### src/rtl/b64e_pkg.sv
// b64e_pkg: shared types, constants and the alphabet lookup for the base64 encoder.
// No dependencies.
`default_nettype none
package b64e_pkg;

  localparam int FIFO_DEPTH = 2;
  localparam int FIFO_PTR_W = (FIFO_DEPTH > 1) ? $clog2(FIFO_DEPTH) : 1;
  localparam int FIFO_CNT_W = $clog2(FIFO_DEPTH + 1);

  // pending byte count in the front
  localparam logic [1:0] FILL_EMPTY = 2'd0;
  localparam logic [1:0] FILL_ONE   = 2'd1;
  localparam logic [1:0] FILL_TWO   = 2'd2;

  // bytes carried by a group
  localparam logic [1:0] GRP_ONE  = 2'd1;
  localparam logic [1:0] GRP_TWO  = 2'd2;
  localparam logic [1:0] GRP_FULL = 2'd3;

  localparam logic [1:0] IDX_LAST = 2'd3;

  localparam logic [7:0] PAD_CHAR = 8'h3D;

  typedef struct packed {
    logic [7:0] b0;
    logic [7:0] b1;
    logic [7:0] b2;
    logic [1:0] nbytes;
    logic       fin;
  } b64e_grp_t;

  function automatic logic [7:0] b64e_char(input logic [5:0] s);
    logic [7:0] v;
    v = {2'b00, s};
    if (s < 6'd26)      return v + 8'd65;         // 'A'
    else if (s < 6'd52) return v + 8'd71;         // 'a' - 26
    else if (s < 6'd62) return v - 8'd4;          // '0' - 52
    else if (s == 6'd62) return 8'h2B;            // '+'
    else                return 8'h2F;             // '/'
  endfunction

endpackage
`default_nettype wire

### src/rtl/b64e_if.sv
// b64e_in_if / b64e_out_if: valid/ready channels for input bytes and output characters.
// No dependencies.
`default_nettype none
interface b64e_in_if;
  logic       valid;
  logic       ready;
  logic [7:0] data_byte;
  logic       final_byte;
  modport source (output valid, output data_byte, output final_byte, input ready);
  modport sink   (input valid, input data_byte, input final_byte, output ready);
endinterface

interface b64e_out_if;
  logic       valid;
  logic       ready;
  logic [7:0] out_char;
  logic       final_char;
  modport source (output valid, output out_char, output final_char, input ready);
  modport sink   (input valid, input out_char, input final_char, output ready);
endinterface
`default_nettype wire

### src/rtl/b64e_fifo.sv
// b64e_fifo: short group queue between front and back.
// Depends on b64e_pkg.
`default_nettype none
module b64e_fifo (
  input  wire logic               clk,
  input  wire logic               rst_n,
  input  wire logic               push,
  input  wire b64e_pkg::b64e_grp_t wr_data,
  output logic                    full,
  input  wire logic               pop,
  output b64e_pkg::b64e_grp_t     rd_data,
  output logic                    empty
);
  import b64e_pkg::*;

  b64e_grp_t              mem_r [FIFO_DEPTH];
  logic [FIFO_PTR_W-1:0]  wr_ptr_r, wr_ptr_nxt;
  logic [FIFO_PTR_W-1:0]  rd_ptr_r, rd_ptr_nxt;
  logic [FIFO_CNT_W-1:0]  cnt_r, cnt_nxt;
  logic                   do_push, do_pop;

  assign full    = (cnt_r == FIFO_CNT_W'(FIFO_DEPTH));
  assign empty   = (cnt_r == '0);
  assign do_push = push && !full;
  assign do_pop  = pop && !empty;
  assign rd_data = mem_r[rd_ptr_r];

  always_comb begin
    wr_ptr_nxt = wr_ptr_r;
    rd_ptr_nxt = rd_ptr_r;
    cnt_nxt    = cnt_r;
    if (do_push) begin
      wr_ptr_nxt = (wr_ptr_r == FIFO_PTR_W'(FIFO_DEPTH - 1)) ? '0 : wr_ptr_r + 1'b1;
    end
    if (do_pop) begin
      rd_ptr_nxt = (rd_ptr_r == FIFO_PTR_W'(FIFO_DEPTH - 1)) ? '0 : rd_ptr_r + 1'b1;
    end
    if (do_push && !do_pop) begin
      cnt_nxt = cnt_r + 1'b1;
    end else if (do_pop && !do_push) begin
      cnt_nxt = cnt_r - 1'b1;
    end
  end

  always_ff @(posedge clk) begin
    if (!rst_n) begin
      wr_ptr_r <= '0;
      rd_ptr_r <= '0;
      cnt_r    <= '0;
    end else begin
      wr_ptr_r <= wr_ptr_nxt;
      rd_ptr_r <= rd_ptr_nxt;
      cnt_r    <= cnt_nxt;
    end
  end

  always_ff @(posedge clk) begin
    if (do_push) begin
      mem_r[wr_ptr_r] <= wr_data;
    end
  end

endmodule
`default_nettype wire

### src/rtl/b64e_front.sv
// b64e_front: takes input bytes, holds pending bytes, forms groups for the queue.
// Depends on b64e_pkg and b64e_in_if.
`default_nettype none
module b64e_front (
  input  wire logic           clk,
  input  wire logic           rst_n,
  b64e_in_if.sink             in_ch,
  output logic                push,
  output b64e_pkg::b64e_grp_t grp,
  input  wire logic           full
);
  import b64e_pkg::*;

  logic [7:0] held_first_r, held_first_nxt;
  logic [7:0] held_second_r, held_second_nxt;
  logic [1:0] fill_r, fill_nxt;
  logic       acc;

  assign in_ch.ready = !full;
  assign acc         = in_ch.valid && !full;

  always_comb begin
    held_first_nxt  = held_first_r;
    held_second_nxt = held_second_r;
    fill_nxt        = fill_r;
    push            = 1'b0;
    grp.b0          = held_first_r;
    grp.b1          = held_second_r;
    grp.b2          = in_ch.data_byte;
    grp.nbytes      = GRP_FULL;
    grp.fin         = in_ch.final_byte;
    case (fill_r)
      FILL_EMPTY: begin
        grp.b0     = in_ch.data_byte;
        grp.b1     = 8'd0;
        grp.b2     = 8'd0;
        grp.nbytes = GRP_ONE;
      end
      FILL_ONE: begin
        grp.b1     = in_ch.data_byte;
        grp.b2     = 8'd0;
        grp.nbytes = GRP_TWO;
      end
      default: ;  // two pending (three never arises)
    endcase
    if (acc) begin
      if (!in_ch.final_byte && fill_r == FILL_EMPTY) begin
        held_first_nxt = in_ch.data_byte;
        fill_nxt       = FILL_ONE;
      end else if (!in_ch.final_byte && fill_r == FILL_ONE) begin
        held_second_nxt = in_ch.data_byte;
        fill_nxt        = FILL_TWO;
      end else begin
        push     = 1'b1;
        fill_nxt = FILL_EMPTY;
      end
    end
  end

  always_ff @(posedge clk) begin
    if (!rst_n) begin
      fill_r        <= FILL_EMPTY;
      held_first_r  <= 8'd0;
      held_second_r <= 8'd0;
    end else begin
      fill_r        <= fill_nxt;
      held_first_r  <= held_first_nxt;
      held_second_r <= held_second_nxt;
    end
  end

endmodule
`default_nettype wire

### src/rtl/b64e_back.sv
// b64e_back: pops groups and sends four characters each through the output register.
// Depends on b64e_pkg and b64e_out_if.
`default_nettype none
module b64e_back (
  input  wire logic                 clk,
  input  wire logic                 rst_n,
  input  wire b64e_pkg::b64e_grp_t  head,
  input  wire logic                 empty,
  output logic                      pop,
  b64e_out_if.source                out_ch
);
  import b64e_pkg::*;

  b64e_grp_t  cur_r, cur_nxt;
  logic       cur_valid_r, cur_valid_nxt;
  logic [1:0] idx_r, idx_nxt;
  logic       out_valid_r, out_valid_nxt;
  logic [7:0] out_char_r, out_char_nxt;
  logic       out_final_r, out_final_nxt;
  logic       load, emit;
  logic [5:0] sext;
  logic       is_pad;

  assign out_ch.valid      = out_valid_r;
  assign out_ch.out_char   = out_char_r;
  assign out_ch.final_char = out_final_r;

  assign load = !out_valid_r || out_ch.ready;
  assign emit = load && cur_valid_r;
  assign pop  = !empty && (!cur_valid_r || (emit && idx_r == IDX_LAST));

  always_comb begin
    case (idx_r)
      2'd0:    sext = cur_r.b0[7:2];
      2'd1:    sext = {cur_r.b0[1:0], cur_r.b1[7:4]};
      2'd2:    sext = {cur_r.b1[3:0], cur_r.b2[7:6]};
      default: sext = cur_r.b2[5:0];
    endcase
    case (idx_r)
      2'd2:    is_pad = (cur_r.nbytes == GRP_ONE);
      2'd3:    is_pad = (cur_r.nbytes != GRP_FULL);
      default: is_pad = 1'b0;
    endcase
  end

  always_comb begin
    cur_nxt       = cur_r;
    cur_valid_nxt = cur_valid_r;
    idx_nxt       = idx_r;
    out_valid_nxt = out_valid_r;
    out_char_nxt  = out_char_r;
    out_final_nxt = out_final_r;
    if (load) begin
      out_valid_nxt = cur_valid_r;
    end
    if (emit) begin
      out_char_nxt  = is_pad ? PAD_CHAR : b64e_char(sext);
      out_final_nxt = (idx_r == IDX_LAST) && cur_r.fin;
      idx_nxt       = idx_r + 2'd1;
      if (idx_r == IDX_LAST) begin
        cur_valid_nxt = 1'b0;
      end
    end
    if (pop) begin
      cur_nxt       = head;
      cur_valid_nxt = 1'b1;
      idx_nxt       = 2'd0;
    end
  end

  always_ff @(posedge clk) begin
    if (!rst_n) begin
      cur_valid_r <= 1'b0;
      idx_r       <= 2'd0;
      out_valid_r <= 1'b0;
    end else begin
      cur_valid_r <= cur_valid_nxt;
      idx_r       <= idx_nxt;
      out_valid_r <= out_valid_nxt;
    end
  end

  always_ff @(posedge clk) begin
    cur_r       <= cur_nxt;
    out_char_r  <= out_char_nxt;
    out_final_r <= out_final_nxt;
  end

endmodule
`default_nettype wire

### src/rtl/base64_stream_encoder_top.sv
// Base64 stream encoder: the byte closing a group goes into the queue, then into the current-group
// register, then its first character into the output register; one character per cycle out while
// the receiver is ready, a rate set by the four characters each group needs. Bytes that only fill the group are held.
// Queue of two groups decouples input from output; input stalls only while it is full.
// Reset: synchronous, active low; clears fill count, held bytes, queue and output valid.
`default_nettype none
module base64_stream_encoder_top (
  input  wire logic  clk,
  input  wire logic  rst_n,
  b64e_in_if.sink    in_ch,
  b64e_out_if.source out_ch
);
  import b64e_pkg::*;

  b64e_grp_t push_grp, head_grp;
  logic      push, pop, full, empty;

  b64e_front u_front (
    .clk   (clk),
    .rst_n (rst_n),
    .in_ch (in_ch),
    .push  (push),
    .grp   (push_grp),
    .full  (full)
  );

  b64e_fifo u_fifo (
    .clk     (clk),
    .rst_n   (rst_n),
    .push    (push),
    .wr_data (push_grp),
    .full    (full),
    .pop     (pop),
    .rd_data (head_grp),
    .empty   (empty)
  );

  b64e_back u_back (
    .clk    (clk),
    .rst_n  (rst_n),
    .head   (head_grp),
    .empty  (empty),
    .pop    (pop),
    .out_ch (out_ch)
  );

endmodule
`default_nettype wire

### src/flat_wrapper.sv
// flat-port wrapper written by rule: the top's interface ports become plain ports
module base64_stream_encoder_top_flat import b64e_pkg::*;
  (clk, rst_n, in_ch_valid, in_ch_data_byte, in_ch_final_byte, in_ch_ready, out_ch_valid, out_ch_out_char, out_ch_final_char, out_ch_ready);
  b64e_in_if in_ch_i ();
  b64e_out_if out_ch_i ();
  input  wire logic clk;
  input  wire logic rst_n;
  input wire logic [$bits(in_ch_i.valid)-1:0] in_ch_valid;
  input wire logic [$bits(in_ch_i.data_byte)-1:0] in_ch_data_byte;
  input wire logic [$bits(in_ch_i.final_byte)-1:0] in_ch_final_byte;
  output wire logic [$bits(in_ch_i.ready)-1:0] in_ch_ready;
  output wire logic [$bits(out_ch_i.valid)-1:0] out_ch_valid;
  output wire logic [$bits(out_ch_i.out_char)-1:0] out_ch_out_char;
  output wire logic [$bits(out_ch_i.final_char)-1:0] out_ch_final_char;
  input wire logic [$bits(out_ch_i.ready)-1:0] out_ch_ready;
  assign in_ch_i.valid = in_ch_valid;
  assign in_ch_i.data_byte = in_ch_data_byte;
  assign in_ch_i.final_byte = in_ch_final_byte;
  assign in_ch_ready = in_ch_i.ready;
  assign out_ch_valid = out_ch_i.valid;
  assign out_ch_out_char = out_ch_i.out_char;
  assign out_ch_final_char = out_ch_i.final_char;
  assign out_ch_i.ready = out_ch_ready;
  base64_stream_encoder_top u_core (.clk(clk), .rst_n(rst_n), .in_ch(in_ch_i), .out_ch(out_ch_i));
endmodule
### config.mk
export PLATFORM = sky130hd
export DESIGN_NAME = base64_stream_encoder_top_flat
export DESIGN_NICKNAME = d
export VERILOG_FILES = /design/src/rtl/b64e_pkg.sv /design/src/rtl/b64e_if.sv /design/src/rtl/b64e_fifo.sv /design/src/rtl/b64e_front.sv /design/src/rtl/b64e_back.sv /design/src/rtl/base64_stream_encoder_top.sv /design/src/flat_wrapper.sv
export SDC_FILE = /design/constraint.sdc
export NUM_CORES = 1
export LEC_CHECK = 0
export BUFFER_PORTS_ARGS = -buffer_cell sky130_fd_sc_hd__buf_2
export CORE_MARGIN = 3
export CORE_UTILIZATION = 47
export DETAILED_ROUTE_END_ITERATION = 7
export GPL_TIMING_DRIVEN = 0
export PLACE_DENSITY = 0.72
export SKIP_CTS_REPAIR_TIMING = 1
export SYNTH_ARGS = -nofsm -noshare
export SYNTH_HDL_FRONTEND = slang
export SYNTH_SLANG_ARGS = --single-unit
### constraint.sdc
create_clock -name clk -period 3.69 [get_ports clk]
set_clock_uncertainty 0.2 [all_clocks]
set_input_delay 0.369 -clock clk [delete_from_list [all_inputs] [get_ports clk]]
set_output_delay 0.369 -clock clk [all_outputs]
set_load 0.02 [all_outputs]
After elaboration in Yosys (flattened, before gate mapping)
Memories as Yosys holds them, arrays and structs flattened. A register that Yosys moved wholly into a read port is not among the register bits.
Index checks and enable logic that the tools add are counted.
- flip-flop bits (word level): 35
- RAM bits: 54
- input port bits: 13
- output and inout port bits: 11
- memories: 1
- $add $sub $neg: 8
- magnitude comparators: 3
- eq/ne operators: 8
- mux-type cells: 22
- bitwise gates (word level): 2
- reduce and logical (&&, ||, !) cells: 30
- memory list (memory ; words ; bits a word ; rd ports ; clocked after Yosys merged registers in ; wr ports ; RTL line ; text):
    u_core.u_fifo.mem_r ; 2 ; 27 ; 1 ; 1 ; 1 ; b64e_fifo.sv:16 ; b64e_grp_t mem_r [FIFO_DEPTH];
- operator list (cell ; count):
    one-hot mux 18 bit (2 select lines) ; 1
    two-way mux 8 bit ; 4
    one-hot mux 6 bit (3 select lines) ; 1
    adder 6 x 7 -> 8 bit (second input constant) ; 2
    < comparator 6 bit (second input constant) ; 2
    logical AND 1 bit ; 11
    two-way mux 1 bit ; 10
    two-way mux 2 bit ; 4
    zero test 1 bit ; 7
    subtractor 6 x 3 -> 7 bit (second input constant) ; 1
    == test 2 x 1 -> 1 bit (second input constant) ; 3
    == test 2 bit (second input constant) ; 3
    == test 6 bit (second input constant) ; 1
    zero test 2 bit ; 3
    < comparator 6 x 5 -> 1 bit (second input constant) ; 1
    nonzero test 2 bit ; 3
    adder 2 x 1 -> 2 bit (second input constant) ; 2
    AND reduction 2 bit ; 2
    two-way mux 3 bit ; 1
    AND reduction 3 bit ; 1
    adder 1 bit (second input constant) ; 2
    logical OR 1 bit ; 2
    inequality test 2 bit (second input constant) ; 1
    NOT 1 bit ; 2
    other kinds (3) ; 3

Logic depth before layout (Yosys ltp)
Gate-level depths: netlist of run 1.
- word-level depth: 10
- gate-level depth with buffers: 10

Modules after synthesis
From an unflattened synthesis of run 1, not the netlist that was laid out.
- cell total of the unflattened synthesis: 374
- area total of the unflattened synthesis: 5062.4 um^2
- modules (own cells, without submodules) (module ; times used ; cells an instance ; area an instance (um^2) ; seq. area each (um^2)):
    b64e_fifo ; 1 ; 109 ; 2179.6 ; 1721.7
    b64e_back ; 1 ; 143 ; 1879.3 ; 1161.1
    b64e_front ; 1 ; 122 ; 1003.5 ; 360.3

Least setup slack after synthesis of run 1
No wires, ideal clock.
- kind: reg2reg
- start point: register u_core.u_fifo.cnt_r[0]
- end point: memory u_core.u_fifo.mem_r[0][0] in the netlist's numbering (enable)
- data arrival time: 2.796 ns
- slack: 0.247 ns
- cell stages (with the launch flop): 4
- cell sequence: dfxtp_1 -> nand2b_1 -> nand2_1 -> nor3_1
- longest elaborated chain between the ends: 7
- RTL lines (what ; RTL line ; text):
    from (decl) ; b64e_fifo.sv:19 ; logic [FIFO_CNT_W-1:0] cnt_r, cnt_nxt;
    from (signal assigned) ; b64e_fifo.sv:53 ; cnt_r <= cnt_nxt;
    == test 2 bit (*) ; b64e_fifo.sv:22 ; assign full = (cnt_r == FIFO_CNT_W'(FIFO_DEPTH));
    zero test 1 bit (*) ; -- ;
    net in_ch_ready ; flat_wrapper.sv:11 ; output wire logic [$bits(in_ch_i.ready)-1:0] in_ch_ready;
    logical AND 1 bit ; b64e_front.sv:20 ; assign acc = in_ch.valid && !full;
    two-way mux 1 bit ; b64e_front.sv:46 ; if (acc) begin
    logical AND 1 bit (*) ; b64e_fifo.sv:24 ; assign do_push = push && !full;
    two-way mux 1 bit (*) ; b64e_fifo.sv:58 ; if (do_push) begin
    two-way mux 1 bit (implied by the code) (*) ; b64e_fifo.sv:59 ; mem_r[wr_ptr_r] <= wr_data;
    to (decl) ; b64e_fifo.sv:16 ;
Mark *: on every way through the listed nets, which the timed path passes. The rest lies on a longest branch.

Worst setup path after layout of run 1
- start point: register u_core.u_back.idx_r[0]
- end point: register u_core.u_back.out_char_r[4], in the netlist u_core.u_back.out_ch.out_char[4], data pin
- longest elaborated chain between the ends: 6
- RTL lines (what ; RTL line ; text):
    from (decl) ; b64e_back.sv:16 ; logic [1:0] idx_r, idx_nxt;
    from (signal assigned) ; b64e_back.sv:78 ; idx_r <= idx_nxt;
    == test 2 bit (tied with other cells) ; b64e_back.sv:33, b64e_back.sv:39 ;
    one-hot mux 6 bit (3 select lines) ; b64e_back.sv:33 ; case (idx_r)
    subtractor 6 x 3 -> 7 bit / < comparator 6 bit (equally long branches) ; b64e_pkg.sv:37 ; else if (s < 6'd62) return v - 8'd4;
    two-way mux 8 bit ; b64e_pkg.sv:37 ;
    two-way mux 8 bit ; b64e_pkg.sv:36 ; else if (s < 6'd52) return v + 8'd71;
    two-way mux 8 bit ; b64e_pkg.sv:35 ; if (s < 6'd26) return v + 8'd65;
    to (signal assigned) ; b64e_back.sv:85 ; out_char_r <= out_char_nxt;
    to (decl) ; b64e_back.sv:18 ; logic [7:0] out_char_r, out_char_nxt;
Parallel ways exist; a longest one is shown, timed or not.
A chain may end at the register's enable or synchronous reset.

==> flow_metrics.py, run 1 <==
metrics = {
    "sta": {
        "maxSlewViolCount": 0,
        "holdWs_ps": -20.4,
        "setup_viol": 0,
        "rsz0062_at_grt": "no",
        "fmax_mhz": 339,
        "hold_viol": 5,
        "tightestPinTransition_ps": 1220,
        "finalCriticalPeriod_ps": 2950,
        "min_period_over_period_pct": 79.9,
        "slew_headroom_pct": 18.5,
    },
    "job": {
        "drv_cap": 0,
    },
    "clock_tree": {
        "clkTransAtPathRegs_ps": 50,
        "cts_tree": "yes",
        "cts_sinks": 116,
        "insertion_delay_ps": 510,
        "cts_buffer_depth": 2,
        "h-tree-depth": 4,
        "cts-root-buf": "clkbuf_8",
        "numCtsBuffers": 17,
    },
    "synth": {
        "synth_cell_types": 50,
        "synthesis.nets": 378,
        "synth_top_family_by_area": "multiplexers",
        "synth-seq-cells": 116,
        "synthXorXnorAreaFrac_pct": 0.891,
        "yosys_warnings": 0,
        "synthCells": 358,
        "synth-simple-area-share_pct": 9.95,
        "async_flop_share_pct": 0,
        "syn_area_per_cell_sq_um": 13.7,
        "synth-compound-area-share_pct": 7.91,
        "netlist_area_sq_um": 4920,
        "synth_top_flop_cell": "edfxtp_1",
        "synthMuxAreaShare_pct": 11.7,
        "yosysSeqAreaShare_pct": 65.5,
        "synthAdderAreaFrac_pct": 1.78,
        "synth-edff-count": 90,
    },
    "place": {
        "placed_area_sq_um": 5230,
        "hpwl_um": 5980,
        "port_buffers": 23,
        "gp_congestion": 0.909,
        "place_inst": 516,
    },
    "global_routing": {
        "antenna_found_initial": 0,
        "grt_util_all_layers_pct": 16.3,
        "grt_pass1_vias": 2950,
        "grt_max_degree": 28,
        "grt_pass1_wl_um": 14400,
        "grt_overflow": 0,
    },
    "setup_path": {
        "crit_required_ps": 3730,
        "crit_family": "compound AO/OA/AOI/OAI gates",
        "crit_top_cell": "ha_1",
        "worst-r2r-cell-count": 10,
        "path_buf_inv": 1,
        "reg2reg_from": "u_core.u_back.idx_r[0]",
        "endpoint_kind": "register",
        "crit_path_cell_trace": "inv_1, ha_1, a222oi_1, nand2_1, o21ai_1, ha_1, nand2_2, a21oi_1, or3_1, o2111ai_1",
        "r2r_end": "u_core.u_back.out_ch.out_char[4]",
        "cpPeakStageDelay_ps": 550,
        "critPathArrivalTime_ps": 2990,
        "path_max_fanout": 6,
        "crit_type": "register to register",
        "cp-start-kind": "register",
        "rrSetupSlack_ps": 740,
        "cp_slowest_cell": "a222oi_1",
    },
    "die": {
        "die_h_um": 108,
        "rows": 36,
        "io_pins": 24,
        "die_w_um": 108,
        "core_sq_um": 9950,
        "start_util_pct": 49.4,
        "die_area_sq_um": 11700,
    },
    "cells_and_area": {
        "layout_commonest_cell": "edfxtp_1",
        "fin_cells": 555,
        "layout-drive-gt1-share_pct": 24.2,
        "nNetsFinal": 429,
        "nFillCells": 768,
        "syn_to_final_growth_pct": 19.1,
        "design_area_sq_um": 5860,
        "num_antenna_cells": 0,
        "mostFrequentLayoutCells": "edfxtp_1, mux2_2, dfxtp_1",
    },
    "route": {
        "drtPass1Iterations": 5,
        "ant_nets": 0,
        "drc": 0,
        "wl_per_cell_um": 15.5,
        "wl_um": 8580,
        "drtIter0Drc": 152,
        "vias_per_cell": 5.15,
        "vias": 2859,
    },
    "power": {
        "cellLeakagePower_nw": 2.19,
        "p_per_area_nw_per_um2": 788,
        "worst_ir_drop_vdd_mv": 0.392,
    },
    "outcome": {
        "violations": "hold timing",
        "status": "finished with violations",
    },
    "min_path": {
        "min_to": "u_core.u_front.held_second_r[0]",
        "min_from": "in_ch_data_byte[0]",
        "min_path_type": "input port to register",
        "whs_path_depth": 3,
    },
}
state kept, by name (all words and copies together), names as in the netlist:
signal	flops
u_core.u_front.held_first_r	8
u_core.u_fifo.rd_ptr_r	1
u_core.u_front.fill_r	2
u_core.u_back.idx_r	2
u_core.u_fifo.wr_ptr_r	1
u_core.u_fifo.cnt_r	2
u_core.u_fifo.mem_r	54
u_core.u_back.out_ch.final_char	1
u_core.u_front.held_second_r	8
u_core.u_back.cur_valid_r	1
u_core.u_back.out_ch.out_char	8
u_core.u_back.cur_r	27
u_core.u_back.out_ch.valid	1
cell usage after synthesis (2+ instances only):
| master | instances | share of area (%) |
|---|---|---|
| o31ai_1 | 2 | 0.31 |
| inv_2 | 3 | 0.23 |
| and2_1 | 12 | 1.5 |
| edfxtp_1 | 90 | 55 |
| xnor2_1 | 4 | 0.71 |
| nor2_1 | 12 | 0.92 |
| a222oi_1 | 6 | 1.2 |
| dfxtp_1 | 26 | 11 |
| mux2_2 | 35 | 8.0 |
| o2111ai_1 | 3 | 0.53 |
| nand3_1 | 3 | 0.31 |
| or3_1 | 3 | 0.38 |
| nor2b_1 | 20 | 2.5 |
| o21a_1 | 2 | 0.31 |
| nor3_1 | 5 | 0.51 |
| clkbuf_1 | 12 | 0.92 |
| nand4_1 | 2 | 0.25 |
| a31oi_1 | 2 | 0.25 |
| a21o_1 | 2 | 0.31 |
| nand2b_1 | 3 | 0.38 |
| inv_1 | 9 | 0.69 |
| nand2_1 | 24 | 1.8 |
| o21ai_0 | 12 | 1.2 |
| ha_1 | 7 | 1.8 |
| a21boi_0 | 4 | 0.61 |
| a21oi_1 | 11 | 1.1 |
| mux2i_1 | 18 | 3.7 |
| and2b_2 | 2 | 0.36 |
| o21ai_1 | 3 | 0.31 |
where the power goes:
group          switching (mW)  total, mW  internal, mW
Combinational           0.731       1.21         0.482
Sequential             0.0974       1.86          1.76
Clock                   0.537       1.54          1.00
Total                    1.37       4.61          3.25
worst register-to-register path: cells and delay by family (launching register included):
family          cells  cell delay [ps]
compound gates      4             1110
fa+ha+maj           2              620
flops               1              370
simple gates        3              290
buf+inv             1              100
cell type report:
type                       count  area [sq um]  area share [%]
sequential                   116          3220            55.0
inverter                      12          45.0           0.769
clock buffer                  17           414            7.07
tap                          133           166            2.84
clock inverter                15           145            2.48
buffer                        14          61.3            1.05
timing repair buffer          32           208            3.55
multi-input combinational    216          1590            27.2
kinds of logic after synthesis:
logic type	count (synthesis)
compound gates	57
flops	116
xor+xnor	5
fa+ha+maj	7
other cells	1
buf+inv	26
simple gates	93
mux	53
metrics by stage:
stage	setup TNS (ps)	total power, mW	setup WS, ps	util (%)
4_1_cts	0	4.63	770	58.1
2_1_floorplan	0	2.77	247	-
5_1_grt	0	4.86	477	58.8
3_3_place_gp	-15270	3.03	-549	52.2
3_5_place_dp	0	3.09	786	52.5
6_report	0	4.61	742	58.8
metal layers:
| layer | vias to the layer above | part of all wire, % | track usage, % | wire (um) |
|---|---|---|---|---|
| li1 | 1431 | - | - | - |
| met1 | 1339 | 44 | 19.7 | 3810 |
| met2 | 74 | 50 | 26.7 | 4250 |
| met3 | 15 | 4.4 | 5.01 | 378 |
| met4 | 0 | 1.7 | 8.03 | 142 |
| met5 | - | 0 | 0 | 0 |
how the worst max path moves through the flow:
| stage | from | endpoint | slack (ps) | depth (start not counted) |
|---|---|---|---|---|
| after CTS | u_core.u_back.idx_r[0] | u_core.u_back.out_ch.out_char[4] | 770 | 10 |
| after detailed placement | u_core.u_back.idx_r[0] | u_core.u_back.out_ch.out_char[4] | 790 | 10 |
| after global routing | u_core.u_back.idx_r[0] | u_core.u_back.out_ch.out_char[4] | 480 | 10 |
| after floorplan | u_core.u_fifo.cnt_r[0] | u_core.u_fifo.mem_r[0][0] | 250 | 3 |
| after global placement | u_core.u_fifo.cnt_r[0] | u_core.u_fifo.mem_r[0][25] | -550 | 3 |
| final | u_core.u_back.idx_r[0] | u_core.u_back.out_ch.out_char[4] | 740 | 10 |
(Power assumes the default switching activity.)
==> run 2, diff against run 1 <==
- clock period: 3.69 -> 2.8 ns (I/O delays scaled with it)
==> flow_metrics.py, run 2 (synthesized netlist as in run 1, its figures left out) <==
metrics = {
    "route": {
        "drc": 0,
        "wl_um": 9190,
        "vias_per_cell": 5.28,
        "drtIter0Drc": 230,
        "wl_per_cell_um": 16.3,
        "ant_nets": 0,
        "vias": 2978,
        "drtPass1Iterations": 5,
    },
    "setup_path": {
        "cp_slowest_cell": "a222oi_1",
        "cp-start-kind": "register",
        "crit_path_cell_trace": "inv_1, ha_2, a222oi_1, nand2_1, o21ai_4, inv_2, ha_1, xnor2_1, o21ai_0, o31ai_1",
        "rrSetupSlack_ps": -10,
        "path_max_fanout": 6,
        "crit_type": "register to register",
        "startpoint": "u_core.u_back.idx_r[1]",
        "worst-r2r-cell-count": 10,
        "endpoint_kind": "register",
        "reg2reg_from": "u_core.u_back.idx_r[1]",
        "r2r_end": "u_core.u_back.out_ch.out_char[2]",
        "cpPeakStageDelay_ps": 510,
        "critPathArrivalTime_ps": 2850,
        "crit_required_ps": 2840,
    },
    "sta": {
        "fmax_mhz": 356,
        "finalCriticalPeriod_ps": 2810,
        "min_period_over_period_pct": 100,
        "hold_viol": 0,
        "setup_ws_ps": -11.1,
        "rsz0062_at_grt": "yes",
        "maxSlewViolCount": 0,
        "holdWs_ps": 23.2,
        "setup_viol": 2,
        "slew_headroom_pct": 36.3,
        "finalSetupTns_ps": -11.1,
        "tightestPinTransition_ps": 954,
    },
    "global_routing": {
        "busiest_layer": "met2",
        "antenna_found_initial": 0,
        "grt_pass1_vias": 2910,
        "grt_use_met2_pct": 27.8,
        "grt_max_degree": 28,
        "use_met1_pct": 20.1,
        "grt_overflow": 0,
        "grt_util_all_layers_pct": 16.7,
        "use_met3_pct": 4.30,
        "grt_pass1_wl_um": 14600,
    },
    "die": {
        "die_w_um": 108,
        "start_util_pct": 49.4,
        "die_h_um": 108,
        "die_area_sq_um": 11700,
        "rows": 36,
        "core_sq_um": 9950,
        "io_pins": 24,
    },
    "clock_tree": {
        "cts_buffer_depth": 2,
        "h-tree-depth": 4,
        "insertion_delay_ps": 500,
        "cts-root-buf": "clkbuf_8",
        "numCtsBuffers": 17,
        "clkTransAtPathRegs_ps": 50,
        "cts_sinks": 116,
        "cts_tree": "yes",
    },
    "cells_and_area": {
        "nFillCells": 741,
        "syn_to_final_growth_pct": 21.1,
        "layout_commonest_cell": "edfxtp_1",
        "regMostFlops": "u_core.u_fifo.mem_r",
        "largest_reg_flops": 54,
        "nNetsFinal": 439,
        "num_antenna_cells": 0,
        "largestRegisters": "u_core.u_fifo.mem_r (54), u_core.u_back.cur_r (27)",
        "layout-drive-gt1-share_pct": 26.2,
        "mostFrequentLayoutCells": "edfxtp_1, mux2_2, dfxtp_1",
    },
    "outcome": {
        "violations": "setup timing",
        "status": "finished with violations",
    },
    "min_path": {
        "min_to": "u_core.u_front.fill_r[0]",
        "whs_path_depth": 4,
        "min_path_type": "input port to register",
        "min_from": "in_ch_valid",
    },
    "power": {
        "swShare_pct": 30.1,
        "pwr-share-clk_pct": 31.3,
        "combPwrFrac_pct": 28.8,
        "switchingPower_mw": 1.85,
        "cellLeakagePower_nw": 2.22,
        "p_per_area_nw_per_um2": 1030,
        "total_power_mw": 6.15,
        "pwr-share-seq_pct": 39.9,
        "worst_ir_drop_vdd_mv": 0.462,
        "p_int_mw": 4.30,
    },
    "place": {
        "gp_congestion": 0.897,
        "port_buffers": 23,
        "hpwl_um": 6090,
    },
    "job": {
        "drv_cap": 0,
    },
}
## run 2: cell count changes in the layout (fill, tap and decap cells not counted), moves of 2 or more
cell | previous run | this run
buf_4 | 0 | 7
dlygate4sd3_1 | 7 | 11
clkinv_1 | 6 | 3
ha_1 | 7 | 4
ha_2 | 0 | 3
buf_6 | 3 | 1
clkbuf_1 | 12 | 14
## run 2: per-layer routing
layer,share of wire (%),vias to the layer above
met4,2.9,0
met1,44,1417
met3,3.2,26
met5,0,-
met2,50,81
li1,-,1454
## run 2: worst max path at each step
stage                                       endpoint  slack (ps)  cells after the start
finish              u_core.u_back.out_ch.out_char[2]         -10                     10
global route        u_core.u_back.out_ch.out_char[2]        -140                     10
CTS                 u_core.u_back.out_ch.out_char[4]        -170                     10
detailed placement  u_core.u_back.out_ch.out_char[4]        -150                     10
global placement          u_core.u_fifo.mem_r[0][25]        -260                      3
floorplan                  u_core.u_fifo.mem_r[0][0]         210                      3
## run 2: per-stage QoR
stage / setup WS [ps] / util [%] / instance area (sq um) / std cells
finish: -11.1 / 59.8 / 5960 / 564
global route: -142 / 59.8 / 5960 / 564
CTS: -173 / 58.0 / 5770 / 546
detailed placement: -152 / 52.6 / 5240 / 515
global placement: -261 / 52.3 / 5200 / 514
floorplan: 210 / - / 4920 / 358
## run 2: critical path, delay by kind of cell, from the launching register on
family,cells,cell delay (ps)
adders and majority gates,2,470
AOI/OAI and AO/OA,4,990
xor gates and xnor gates,1,150
and+or+nand+nor,1,190
DFF,1,370
buffers and inverters,2,170
## run 2: power by group through the flow
stage	sequential (mW)	clock, mW	combinational, mW
6_report	2.45	1.93	1.77
3_3_place_gp	2.47	0	1.54
3_5_place_dp	2.48	0	1.60
5_1_grt	2.49	2.02	1.96
4_1_cts	2.45	1.96	1.62
2_1_floorplan	2.52	0	1.13
## run 2: final cells by class
type	count	area [sq um]	share of cell area [%]
plain buffers	14	61.3	1.03
flip-flops and latches	116	3220	54.1
repair buffers	42	305	5.12
inverters	12	45.0	0.756
clock inverters	12	115	1.93
multi-input cells	216	1620	27.2
clock buffers	19	422	7.08
well taps	133	166	2.79
